`config.mk`:
```
export PLATFORM = sky130hd
export DESIGN_NAME = p2c_seq_flat
export DESIGN_NICKNAME = d
export VERILOG_FILES = /design/src/design/p2c_pkg.sv /design/src/design/p2c_in_if.sv /design/src/design/p2c_lane.sv /design/src/design/p2c_seq.sv /design/src/flat_wrapper.sv
export SDC_FILE = /design/constraint.sdc
export NUM_CORES = 1
export LEC_CHECK = 0
export ABC_AREA = 1
export BUFFER_PORTS_ARGS = -buffer_cell sky130_fd_sc_hd__buf_2
export CORE_ASPECT_RATIO = 0.6
export CORE_MARGIN = 4
export CORE_UTILIZATION = 45
export CTS_CLUSTER_DIAMETER = 50
export DETAILED_ROUTE_END_ITERATION = 8
export GPL_TIMING_DRIVEN = 0
export HOLD_SLACK_MARGIN = 0.03
export PLACE_DENSITY = 0.64
export SLEW_MARGIN = 20
export SYNTH_ARGS = -nofsm -noshare
export SYNTH_HDL_FRONTEND = slang
export SYNTH_SLANG_ARGS = --single-unit
```
`constraint.sdc`:
```
create_clock -name i_clk -period 45.6 [get_ports i_clk]
set_input_delay 0 -clock i_clk [delete_from_list [all_inputs] [get_ports i_clk]]
set_output_delay 0 -clock i_clk [all_outputs]
set_load 0.02 [all_outputs]
```
`src/design/p2c_pkg.sv`:
```
package p2c_pkg;

    localparam int MAX_WIDTH_DEF     = 4096;
    localparam int PALETTE_DEPTH_DEF = 256;
    localparam int MAX_PLANES        = 24;

    localparam int PLANE_W    = 64;
    localparam int PLANE_BITS = 3 * PLANE_W;
    localparam int PAL_IDX_W  = 8;
    localparam int RGB_W      = 24;
    localparam int FMT_W      = 3;
    localparam int PLN_W      = 5;
    localparam int ROW_W      = 13;
    localparam int CFG_IDX_W  = 2;
    localparam int CFG_DATA_W = 13;

    localparam logic [FMT_W-1:0] FMT_1BPP  = 3'd0;
    localparam logic [FMT_W-1:0] FMT_4BPP  = 3'd1;
    localparam logic [FMT_W-1:0] FMT_8BPP  = 3'd2;
    localparam logic [FMT_W-1:0] FMT_16BPP = 3'd3;
    localparam logic [FMT_W-1:0] FMT_24BPP = 3'd4;

    localparam logic [CFG_IDX_W-1:0] CFG_FORMAT = 2'd0;
    localparam logic [CFG_IDX_W-1:0] CFG_PLANES = 2'd1;
    localparam logic [CFG_IDX_W-1:0] CFG_HAM    = 2'd2;
    localparam logic [CFG_IDX_W-1:0] CFG_WIDTH  = 2'd3;

    localparam logic [FMT_W-1:0] RST_FORMAT = FMT_8BPP;
    localparam logic [PLN_W-1:0] RST_PLANES = 5'd8;
    localparam logic             RST_HAM    = 1'b0;
    localparam logic [ROW_W-1:0] RST_WIDTH  = 13'd320;

    localparam logic CMD_PALETTE = 1'b0;
    localparam logic CMD_PIXELS  = 1'b1;

    // Hold-and-modify control field codes, shared by HAM6 and HAM8.
    localparam logic [1:0] HAM_BLUE  = 2'b01;
    localparam logic [1:0] HAM_RED   = 2'b10;
    localparam logic [1:0] HAM_GREEN = 2'b11;

    typedef struct packed {
        logic [FMT_W-1:0] fmt;
        logic [3:0]       nidx;
        logic             direct;
        logic             ham;
        logic             ham6;
    } t_mode;

    typedef struct packed {
        logic                 valid;
        logic                 emit;
        logic                 color;
        logic                 ham;
        logic                 ham6;
        logic                 direct;
        logic                 fmt24;
        logic                 row_end;
        logic                 group_last;
        logic                 clear;
        logic [7:0]           raw;
        logic [PAL_IDX_W-1:0] idx;
        logic [RGB_W-1:0]     rgb;
    } t_tok;

    typedef struct packed {
        logic                 valid;
        logic [PAL_IDX_W-1:0] addr;
        logic [RGB_W-1:0]     rgb;
    } t_pal_wr;

endpackage

```
`src/design/p2c_in_if.sv`:
```
interface p2c_in_if import p2c_pkg::*; ();
    logic                 valid;
    logic                 ready;
    logic                 cmd;
    logic [PAL_IDX_W-1:0] palette_index;
    logic [RGB_W-1:0]     palette_rgb;
    logic [PLANE_W-1:0]   planes_low;
    logic [PLANE_W-1:0]   planes_mid;
    logic [PLANE_W-1:0]   planes_high;

    modport source (
        output valid, cmd, palette_index, palette_rgb, planes_low, planes_mid, planes_high,
        input  ready
    );
    modport sink (
        input  valid, cmd, palette_index, palette_rgb, planes_low, planes_mid, planes_high,
        output ready
    );
endinterface

```
`src/design/p2c_lane.sv`:
```
module p2c_lane import p2c_pkg::*; #(
    parameter int PIX = 0
) (
    input  logic [PLANE_BITS-1:0] i_planes,
    input  t_mode                 i_mode,
    output logic [PAL_IDX_W-1:0]  o_idx,
    output logic [RGB_W-1:0]      o_rgb
);

    localparam int BITPOS = 7 - PIX;

    logic [RGB_W-1:0]     w_bits;
    logic [PAL_IDX_W-1:0] w_mask;

    always_comb begin
        for (int k = 0; k < RGB_W; k++) begin
            w_bits[k] = i_planes[8 * k + BITPOS];
        end
    end

    assign w_mask = PAL_IDX_W'((9'd1 << i_mode.nidx) - 9'd1);
    assign o_idx  = i_mode.direct ? '0 : (w_bits[7:0] & w_mask);
    assign o_rgb  = {w_bits[7:0], w_bits[15:8], w_bits[23:16]};

endmodule

```
`src/design/p2c_seq.sv`:
```
module p2c_seq import p2c_pkg::*; #(
    parameter int MAX_WIDTH = MAX_WIDTH_DEF
) (
    input  logic             i_clk,
    input  logic             i_rst_n,
    p2c_in_if.sink           i_in,
    input  t_mode            i_mode,
    input  logic [ROW_W-1:0] i_row_width,
    input  logic             i_adv,
    output t_tok             o_tok,
    output t_pal_wr          o_pal_wr
);

    localparam int PW = $clog2(MAX_WIDTH);
    localparam int CW = (PW + 1 > ROW_W) ? PW + 1 : ROW_W;
    localparam logic [CW-1:0] WMAX = CW'(MAX_WIDTH);

    logic [PLANE_BITS-1:0] w_planes;
    logic [PAL_IDX_W-1:0]  w_lidx [8];
    logic [RGB_W-1:0]      w_lrgb [8];

    logic                 r_busy;
    logic                 r_cmd;
    logic [PAL_IDX_W-1:0] r_pal_idx;
    logic [RGB_W-1:0]     r_pal_rgb;
    logic [PAL_IDX_W-1:0] r_idx [8];
    logic [RGB_W-1:0]     r_rgb [8];
    logic [7:0]           r_p0;
    logic [2:0]           r_step;
    logic [PW-1:0]        r_pos;
    logic [4:0]           r_pend;

    logic [PW-1:0] n_pos;
    logic [4:0]    n_pend;

    logic [CW-1:0] w_rw;
    logic [CW-1:0] w_w;
    logic [CW-1:0] w_pos;
    logic [CW-1:0] w_pos1;
    logic [CW-1:0] w_pos2;
    logic          w_end;
    logic          w_end7;
    logic [CW-1:0] w_left;
    logic [3:0]    w_cnt;
    logic [7:0]    w_mask;
    logic          w_rend;
    logic          w_last_step;
    logic          w_done;
    logic          w_accept;

    assign w_planes = {i_in.planes_high, i_in.planes_mid, i_in.planes_low};

    for (genvar j = 0; j < 8; j++) begin : g_lane
        p2c_lane #(
            .PIX (j)
        ) u_lane (
            .i_planes (w_planes),
            .i_mode   (i_mode),
            .o_idx    (w_lidx[j]),
            .o_rgb    (w_lrgb[j])
        );
    end

    assign w_rw   = CW'(i_row_width);
    assign w_w    = (w_rw == '0) ? CW'(1) : ((w_rw > WMAX) ? WMAX : w_rw);
    assign w_pos  = CW'(r_pos);
    assign w_pos1 = w_pos + CW'(1);
    assign w_pos2 = w_pos + CW'(2);
    assign w_end  = w_pos1 >= w_w;
    assign w_end7 = w_pos2 >= w_w;

    assign w_left = (w_pos >= w_w) ? CW'(1) : (w_w - w_pos);
    assign w_cnt  = (w_left < CW'(8)) ? w_left[3:0] : 4'd8;
    assign w_mask = ~(8'hFF >> w_cnt);
    assign w_rend = CW'(w_cnt) == w_left;

    assign w_last_step = r_step == 3'd7;

    always_comb begin
        o_tok        = '0;
        o_tok.valid  = r_busy;
        o_tok.idx    = r_idx[0];
        o_tok.rgb    = r_rgb[0];
        o_tok.direct = i_mode.direct;
        o_tok.ham6   = i_mode.ham6;
        n_pos        = r_pos;
        n_pend       = r_pend;
        w_done       = 1'b1;
        if (r_cmd == CMD_PIXELS) begin
            if (i_mode.fmt == FMT_1BPP) begin
                o_tok.emit       = 1'b1;
                o_tok.raw        = r_p0 & w_mask;
                o_tok.row_end    = w_rend;
                o_tok.group_last = 1'b1;
                o_tok.clear      = w_rend;
                n_pos            = w_rend ? '0 : PW'(w_pos + CW'(w_cnt));
                n_pend           = w_rend ? '0 : r_pend;
            end else begin
                w_done        = w_end || w_last_step;
                n_pos         = w_end ? '0 : PW'(w_pos1);
                o_tok.clear   = w_end;
                o_tok.row_end = w_end;
                case (i_mode.fmt) inside
                    FMT_4BPP: begin
                        o_tok.emit       = r_pend[4] || w_end;
                        o_tok.raw        = r_pend[4] ? {r_pend[3:0], r_idx[0][3:0]}
                                                     : {r_idx[0][3:0], 4'b0};
                        o_tok.group_last = w_done || (r_step == 3'd6 && !w_end7);
                        n_pend           = r_pend[4] ? '0 : {1'b1, r_idx[0][3:0]};
                    end
                    FMT_8BPP: begin
                        o_tok.emit       = 1'b1;
                        o_tok.raw        = r_idx[0];
                        o_tok.group_last = w_done;
                    end
                    FMT_16BPP, FMT_24BPP: begin
                        o_tok.emit       = 1'b1;
                        o_tok.color      = 1'b1;
                        o_tok.ham        = i_mode.ham;
                        o_tok.fmt24      = i_mode.fmt == FMT_24BPP;
                        o_tok.group_last = w_done;
                    end
                    default: begin
                    end
                endcase
                if (w_end) begin
                    n_pend = '0;
                end
            end
        end
    end

    assign o_pal_wr.valid = r_busy && r_cmd == CMD_PALETTE;
    assign o_pal_wr.addr  = r_pal_idx;
    assign o_pal_wr.rgb   = r_pal_rgb;

    assign i_in.ready = !r_busy || (i_adv && w_done);
    assign w_accept   = i_in.valid && i_in.ready;

    always_ff @(posedge i_clk) begin
        if (!i_rst_n) begin
            r_busy <= 1'b0;
            r_pos  <= '0;
            r_pend <= '0;
        end else begin
            if (w_accept) begin
                r_busy <= 1'b1;
            end else if (r_busy && i_adv && w_done) begin
                r_busy <= 1'b0;
            end
            if (r_busy && i_adv) begin
                r_pos  <= n_pos;
                r_pend <= n_pend;
            end
        end
    end

    always_ff @(posedge i_clk) begin
        if (w_accept) begin
            r_cmd     <= i_in.cmd;
            r_pal_idx <= i_in.palette_index;
            r_pal_rgb <= i_in.palette_rgb;
            r_p0      <= i_in.planes_low[7:0];
            r_step    <= '0;
            for (int i = 0; i < 8; i++) begin
                r_idx[i] <= w_lidx[i];
                r_rgb[i] <= w_lrgb[i];
            end
        end else if (r_busy && i_adv) begin
            r_step <= r_step + 3'd1;
            for (int i = 0; i < 7; i++) begin
                r_idx[i] <= r_idx[i + 1];
                r_rgb[i] <= r_rgb[i + 1];
            end
        end
    end

endmodule

```
`src/flat_wrapper.sv`:
```
// flat-port wrapper written by rule: the top's interface ports become plain ports
module p2c_seq_flat import p2c_pkg::*;
#(
    parameter int MAX_WIDTH = MAX_WIDTH_DEF
)
  (i_clk, i_rst_n, i_mode, i_row_width, i_adv, o_tok, o_pal_wr, i_in_valid, i_in_cmd, i_in_palette_index, i_in_palette_rgb, i_in_planes_low, i_in_planes_mid, i_in_planes_high, i_in_ready);
  p2c_in_if i_in_i ();
  input  logic i_clk;
  input  logic i_rst_n;
  input  t_mode i_mode;
  input  logic [ROW_W-1:0] i_row_width;
  input  logic i_adv;
  output t_tok o_tok;
  output t_pal_wr o_pal_wr;
  input wire logic [$bits(i_in_i.valid)-1:0] i_in_valid;
  input wire logic [$bits(i_in_i.cmd)-1:0] i_in_cmd;
  input wire logic [$bits(i_in_i.palette_index)-1:0] i_in_palette_index;
  input wire logic [$bits(i_in_i.palette_rgb)-1:0] i_in_palette_rgb;
  input wire logic [$bits(i_in_i.planes_low)-1:0] i_in_planes_low;
  input wire logic [$bits(i_in_i.planes_mid)-1:0] i_in_planes_mid;
  input wire logic [$bits(i_in_i.planes_high)-1:0] i_in_planes_high;
  output wire logic [$bits(i_in_i.ready)-1:0] i_in_ready;
  assign i_in_i.valid = i_in_valid;
  assign i_in_i.cmd = i_in_cmd;
  assign i_in_i.palette_index = i_in_palette_index;
  assign i_in_i.palette_rgb = i_in_palette_rgb;
  assign i_in_i.planes_low = i_in_planes_low;
  assign i_in_i.planes_mid = i_in_planes_mid;
  assign i_in_i.planes_high = i_in_planes_high;
  assign i_in_ready = i_in_i.ready;
  p2c_seq #(.MAX_WIDTH(MAX_WIDTH)) u_core (.i_clk(i_clk), .i_rst_n(i_rst_n), .i_in(i_in_i), .i_mode(i_mode), .i_row_width(i_row_width), .i_adv(i_adv), .o_tok(o_tok), .o_pal_wr(o_pal_wr));
endmodule
```
== Yosys cells after proc, flatten, opt, wreduce, memory -nomap -nowiden ==
Memory sizes are Yosys's and may differ from the RTL's.
Cells that the tools add are included.

* Register bits: 62
* Bits in writable memories: 256
* Input port bits: 252
* Output and inout port bits: 84
* Word-level logic and storage cells: 139
* Memories kept: 2

{| class="wikitable"
|+ Memory list
! name !! depth !! bits a word !! read ports !! clocked after memory_dff !! write ports !! RTL line !! source
|-
| u_core.r_rgb || 8 || 24 || 8 || 0 || 8 || p2c_seq.sv:27 || <nowiki>logic [RGB_W-1:0] r_rgb [8];</nowiki>
|-
| u_core.r_idx || 8 || 8 || 8 || 0 || 8 || p2c_seq.sv:26 || <nowiki>logic [PAL_IDX_W-1:0] r_idx [8];</nowiki>
|}

* Add/subtract/negate cells: 6
* $lt $le $gt $ge: 5
* Eq/ne operators: 8
* Shifts and indexed selects: 2
* Mux-type cells: 64
* Bitwise logic cells: 25
* Reduce and logical (&&, ||, !) cells: 19

{| class="wikitable"
|+ Operator list
! cell !! count
|-
| 2-to-1 mux 24 bit || 7
|-
| 2-to-1 mux 8 bit || 18
|-
| AND 8 bit || 9
|-
| 2-to-1 mux 12 bit || 4
|-
| 2-to-1 mux 13 bit || 3
|-
| >= comparator 13 bit || 2
|-
| 2-to-1 mux 5 bit || 5
|-
| 2-to-1 mux 1 bit || 20
|-
| bitwise OR 1 bit || 14
|-
| adder 12 x 1 -> 13 bit, second input constant || 1
|-
| adder 12 x 2 -> 13 bit, second input constant || 1
|-
| equality test 4 x 13 -> 1 bit || 1
|-
| >= comparator 12 x 13 -> 1 bit || 1
|-
| greater-than comparator 13 bit, second input constant || 1
|-
| logical NOT 13 bit || 1
|-
| < comparator 13 x 4 -> 1 bit, second input constant || 1
|-
| subtractor 13 x 12 -> 13 bit || 1
|-
| adder 12 x 4 -> 12 bit || 1
|-
| 2-to-1 mux 11 bit || 1
|-
| equality test 3 bit, second input constant || 3
|-
| 2-to-1 mux 2 bit || 4
|-
| NOT 8 bit || 1
|-
| << shifter 1 x 4 -> 8 bit, first input constant || 1
|-
| right shift 8 x 4 -> 8 bit, first input constant || 1
|-
| other kinds (17) || 27
|}

== Longest topological paths before layout ==
* Depth in word-level cells: 13
* Mapped depth: 32

== Cells and area by module ==
A second synthesis with hierarchy kept.

* Cells, all modules: 2244
* Area total of the unflattened synthesis: 19165.9 um^2

{| class="wikitable"
|+ Modules (own cells, without submodules)
! module !! times used !! cells an instance !! area each (um^2)
|-
| p2c_seq || 1 || 1716 || 16113.0
|-
| p2c_lane || 8 || 66 || 381.6
|}

== Least setup slack after synthesis ==
Ideal clock, no wire load.

* Path kind: register -> register
* Start point: reg u_core.r_busy
* End point: mem u_core.r_idx[0][0] (enable)
* Setup time: 1.118 ns
* Arrival time: 15.952 ns
* Required time: 44.482 ns
* Slack: 28.530 ns
* Stages on the path, launching flop included: 2
* Buffers on the path: 0
* Period minus slack after synthesis: 17.070 ns
* Path through: dfxtp_1 > o21ai_0

{| class="wikitable"
|+ RTL lines
! what !! RTL line !! source
|-
| start, declared || p2c_seq.sv:22 || <nowiki>logic r_busy;</nowiki>
|-
| start signal, assigned || p2c_seq.sv:142 || <nowiki>r_busy <= 1'b0;</nowiki>
|-
| start signal, assigned || p2c_seq.sv:147 || <nowiki>r_busy <= 1'b1;</nowiki>
|-
| start signal, assigned || p2c_seq.sv:149 || <nowiki>r_busy <= 1'b0;</nowiki>
|-
| end, declared || p2c_seq.sv:26 ||
|}

== Final worst setup path ==
* Start point: reg u_core.r_pos[6]
* End point: reg u_core.r_pos[11]

* Word-level cells in the longest chain between the ends: 7

{| class="wikitable"
|+ RTL lines
! what !! RTL line !! source
|-
| start, declared || p2c_seq.sv:30 || <nowiki>logic [PW-1:0] r_pos;</nowiki>
|-
| start signal, assigned || p2c_seq.sv:152 || <nowiki>r_pos <= n_pos;</nowiki>
|-
| subtractor 13 x 12 -> 13 bit / >= comparator 12 x 13 -> 1 bit (equally long branches) || p2c_seq.sv:72 || <nowiki>assign w_left = (w_pos >= w_w) ? CW'(1) : (w_w - w_pos);</nowiki>
|-
| 2-to-1 mux 13 bit || p2c_seq.sv:72 ||
|-
| < comparator 13 x 4 -> 1 bit || p2c_seq.sv:73 || <nowiki>assign w_cnt = (w_left < CW'(8)) ? w_left[3:0] : 4'd8;</nowiki>
|-
| 2-to-1 mux 4 bit || p2c_seq.sv:73 ||
|-
| adder 12 x 4 -> 12 bit / equality test 4 x 13 -> 1 bit (equally long branches) || p2c_seq.sv:96, p2c_seq.sv:75 ||
|-
| 2-to-1 mux 12 bit || p2c_seq.sv:96 || <nowiki>n_pos = w_rend ? '0 : PW'(w_pos + CW'(w_cnt));</nowiki>
|-
| 2-to-1 mux 12 bit * || p2c_seq.sv:90 || <nowiki>if (i_mode.fmt == FMT_1BPP) begin</nowiki>
|}

Mark *: on every way between the ends. The rest lies on a longest branch, timed or not.
A chain may end at the register's enable or synchronous reset.

==> results.sh <==
export IMPL_nets=2658
export IMPL_yosys_most_used_dff="edfxtp_1"
export IMPL_skew_ns=0.0211
export IMPL_die_area_sq_um=39300
export IMPL_synth_warnings=0
export IMPL_coreArea_sq_um=35300
export IMPL_remaining_drc_errors=0
export IMPL_tightest_slew_ns=1.12
export IMPL_ys_seq_area_share_pct=57.3
export IMPL_die_h_um=155
export IMPL_wl_um=51500
export IMPL_clk_latency_ns=0.57
export IMPL_holdCritStartpoint="i_mode[7]"
export IMPL_drtAntennaViolNets=0
export IMPL_cts_tree="yes"
export IMPL_vias=14600
export IMPL_path_max_fanout=7
export IMPL_hold_path_class="in2reg"
export IMPL_powerDensity_nw_per_um2=33.7
export IMPL_max_freq_mhz=209
export IMPL_setup_violations=0
export IMPL_io_pins=336
export IMPL_htree_levels=1
export IMPL_synth_net_count=2048
export IMPL_root_buffer="clkbuf_16"
export IMPL_use_met3_pct=4.14
export IMPL_drive_above_1_share_pct=20.6
export IMPL_max_vdd_ir_drop_mv=0.0298
export IMPL_switching_share_pct=26.5
export IMPL_critical_path_cell_chain="clkbuf_1, inv_1, ha_1, nand2_1, nor2_1, nand3_1, nand2_1, nand2_1, nand2_1, nand2_1, o21ai_1, nand2_1, nor2_2, inv_1, nor2_1, ha_1, a21oi_1, nand2_1, a21oi_1, nor4_1, nand2_1, xor2_1, nand3_1, a21oi_1"
export IMPL_ys_types=43
export IMPL_synth_area_sq_um=16200
export IMPL_cts_buffers=31
export IMPL_top_usage_layer="met1"
export IMPL_syn_to_final_growth_pct=36.5
export IMPL_required_ns=46.11
export IMPL_antenna_found_initial=4
export IMPL_cap_violations=0
export IMPL_rows=53
export IMPL_cts_resized=0
export IMPL_clock_sinks=317
export IMPL_viasPerCell=5.14
export IMPL_worstSetupStartpoint="u_core.r_pos[6]$_SDFFE_PN0P_"
export IMPL_setup_tns_final_ns=0
export IMPL_avgSynthCellArea_sq_um=9.32
export IMPL_cp_slowest_cell="ha_1"
export IMPL_relSlewSlack_pct=25.2
export IMPL_clk_pin_slew_ns=0.07
export IMPL_grt_first_pass_wirelength_um=78600
export IMPL_final_util_pct=62.8
export IMPL_grt_pass1_vias=14200
export IMPL_hold_viol=0
export IMPL_cpMostUsedCell="nand2_1"
export IMPL_pwr_share_seq_pct=47.7
export IMPL_clock_power_share_pct=34.8
export IMPL_r2r_start="u_core.r_pos[6]$_SDFFE_PN0P_"
export IMPL_switchingPower_mw=0.198
export IMPL_period_share_pct=10.5
export IMPL_first_iter_violations=1439
export IMPL_grt_use_total_pct=25.5
export IMPL_p_int_mw=0.549
export IMPL_dr_pass1_iters=6
export IMPL_wire_per_inst_um=18.1
export IMPL_p_leak_nw=10.2
export IMPL_use_met1_pct=39.4
export IMPL_arrival_ns=5.28
export IMPL_grt_max_degree=49
export IMPL_die_x_um=253
export IMPL_status="complete, no violations"
export IMPL_use_met2_pct=37.5
export IMPL_port_buffers=332
export IMPL_final_max_slew_violation_count=0
export IMPL_synth_cells=1744
export IMPL_cpPeakStageDelay_ns=0.45
export IMPL_overflow=0
export IMPL_clockBufferDepth=3
export IMPL_power_frac_comb_pct=17.5
export IMPL_worstSetupEndpointType="flip-flop"
export IMPL_start_util_pct=46.0
export IMPL_synth_edf_count=296
export IMPL_place_hpwl_um=38000
export IMPL_ys_async_sr_fraction_pct=0
export IMPL_ys_seq_elements=317
export IMPL_layout_min_cycle_time_ns=4.78
export IMPL_rsz0062_at_grt="false"
export IMPL_startpoint_type="flip-flop"
export IMPL_place_gp_congestion=0.950
export IMPL_path_class="reg2reg"
==> flip-flops by register name, indices dropped and copies added (netlist names) <==
register and count:
u_core.r_pal_rgb 24, u_core.r_rgb 191, u_core.r_pal_idx 8, u_core.r_pend 5, u_core.r_p0 8, u_core.r_cmd 1, u_core.r_step 3, u_core.r_busy 1
u_core.r_pos 12, u_core.r_idx 64
==> Yosys cell counts, drive strengths merged (2+ instances only) <==
library cell  count  share of area, %
nand4            12              0.46
o21ai            37               1.1
nand3           298               9.2
nor2             67               1.6
a31oi             5              0.19
inv             103               2.4
xor2             20               1.1
edfxtp          296                55
ha               50               3.9
o22ai             2             0.077
nor4              4              0.15
clkinv            3             0.069
a21oi            75               2.4
buf              84               3.8
dfxtp            21               2.6
clkbuf           34              0.79
fa                2              0.25
nand2           593                14
nor3             21              0.71
nand3b            3              0.14
and2              3              0.12
==> worst max-delay path: cells and delay by family (launching register included) <==
kind | cells | cell delay [ns]
xor gates and xnor gates | 1 | 0.14
adders and majority gates | 2 | 0.77
AOI/OAI and AO/OA | 4 | 0.88
DFF | 1 | 0.32
and+or+nand+nor | 14 | 1.76
buffers and inverters | 3 | 0.84
==> cells by family after synthesis <==
group,after synthesis,share of synthesized area (%)
AO/OA/AOI/OAI,125,4.08
XOR/XNOR,21,1.13
adder cells (fa/ha/maj),52,4.10
buffers and inverters,224,7.00
flip-flops,317,57.3
AND/OR/NAND/NOR,1005,26.4
==> layout by cell type (no fill, tap or decap), types with 9 or more instances in the layout <==
cell and n:
nand4_1 12, xor2_1 20, clkinv_2 9, buf_2 355, nand3_1 296, clkbuf_16 31, o21ai_0 33, a21oi_1 74
clkbuf_1 38, nor3_1 19, inv_1 100, edfxtp_1 296, ha_1 50, buf_16 10, nand2_1 588, clkinv_1 9
dlygate4sd3_1 234, dfxtp_1 21, buf_6 13, nor2_1 65, buf_4 46
==> stage by stage <==
stage / power [mW] / hold slack (ns) / std cells / cell area, sq um / setup WS [ns]
after floorplan: 0.438 / 0.0989 / 1744 / 16200 / 28.53
after global placement: 0.482 / 0.176 / 2543 / 18500 / 22.53
after detailed placement: 0.475 / 0.178 / 2554 / 18800 / 40.77
after CTS: 0.748 / 0.0301 / 2845 / 22200 / 40.90
after global routing: 0.779 / 0.0749 / 2847 / 22200 / 40.37
final: 0.747 / 0.0640 / 2848 / 22200 / 40.82
==> repair_timing <==
item	4_1_cts	5_1_grt
endpoints found under the hold margin	316	0
setup endpoints to repair	0	0
buffers inserted	0	0
hold buffers	234	0
==> layer usage <==
layer / routed length, um / vias up
li1: - / 7142
met1: 23900 / 6673
met2: 21600 / 706
met3: 4500 / 107
met4: 1480 / 4
met5: 26 / -
==> final timing paths <==
kind / to / slack (ns) / cells past startpoint
hold / removal: u_core.r_pend[1]$_SDFFE_PN0P_ / 0.06 / 5
hold reg to reg: u_core.r_pend[0]$_SDFFE_PN0P_ / 0.47 / 2
setup reg to reg: u_core.r_pos[11]$_SDFFE_PN0P_ / 40.82 / 24
setup / recovery: u_core.r_pos[11]$_SDFFE_PN0P_ / 40.82 / 24
==> final cells by class <==
type | count | area [sq um]
fill | 2894 | 13100
sequential | 317 | 9310
multi-input combinational | 1203 | 5810
timing repair buffer | 577 | 4300
clock buffer | 35 | 791
buffer | 118 | 742
tap | 467 | 584
inverter | 106 | 398
clock inverter | 22 | 226
antenna | 3 | 7.51
==> power by group through the flow <==
stage / Combinational [mW] / Sequential [mW] / Clock (mW)
finish: 0.131 / 0.356 / 0.260
global route: 0.144 / 0.358 / 0.277
CTS: 0.129 / 0.356 / 0.263
detailed placement: 0.112 / 0.362 / 0
global placement: 0.105 / 0.377 / 0
floorplan: 0.0654 / 0.372 / 0
(Power assumes the default switching activity.)
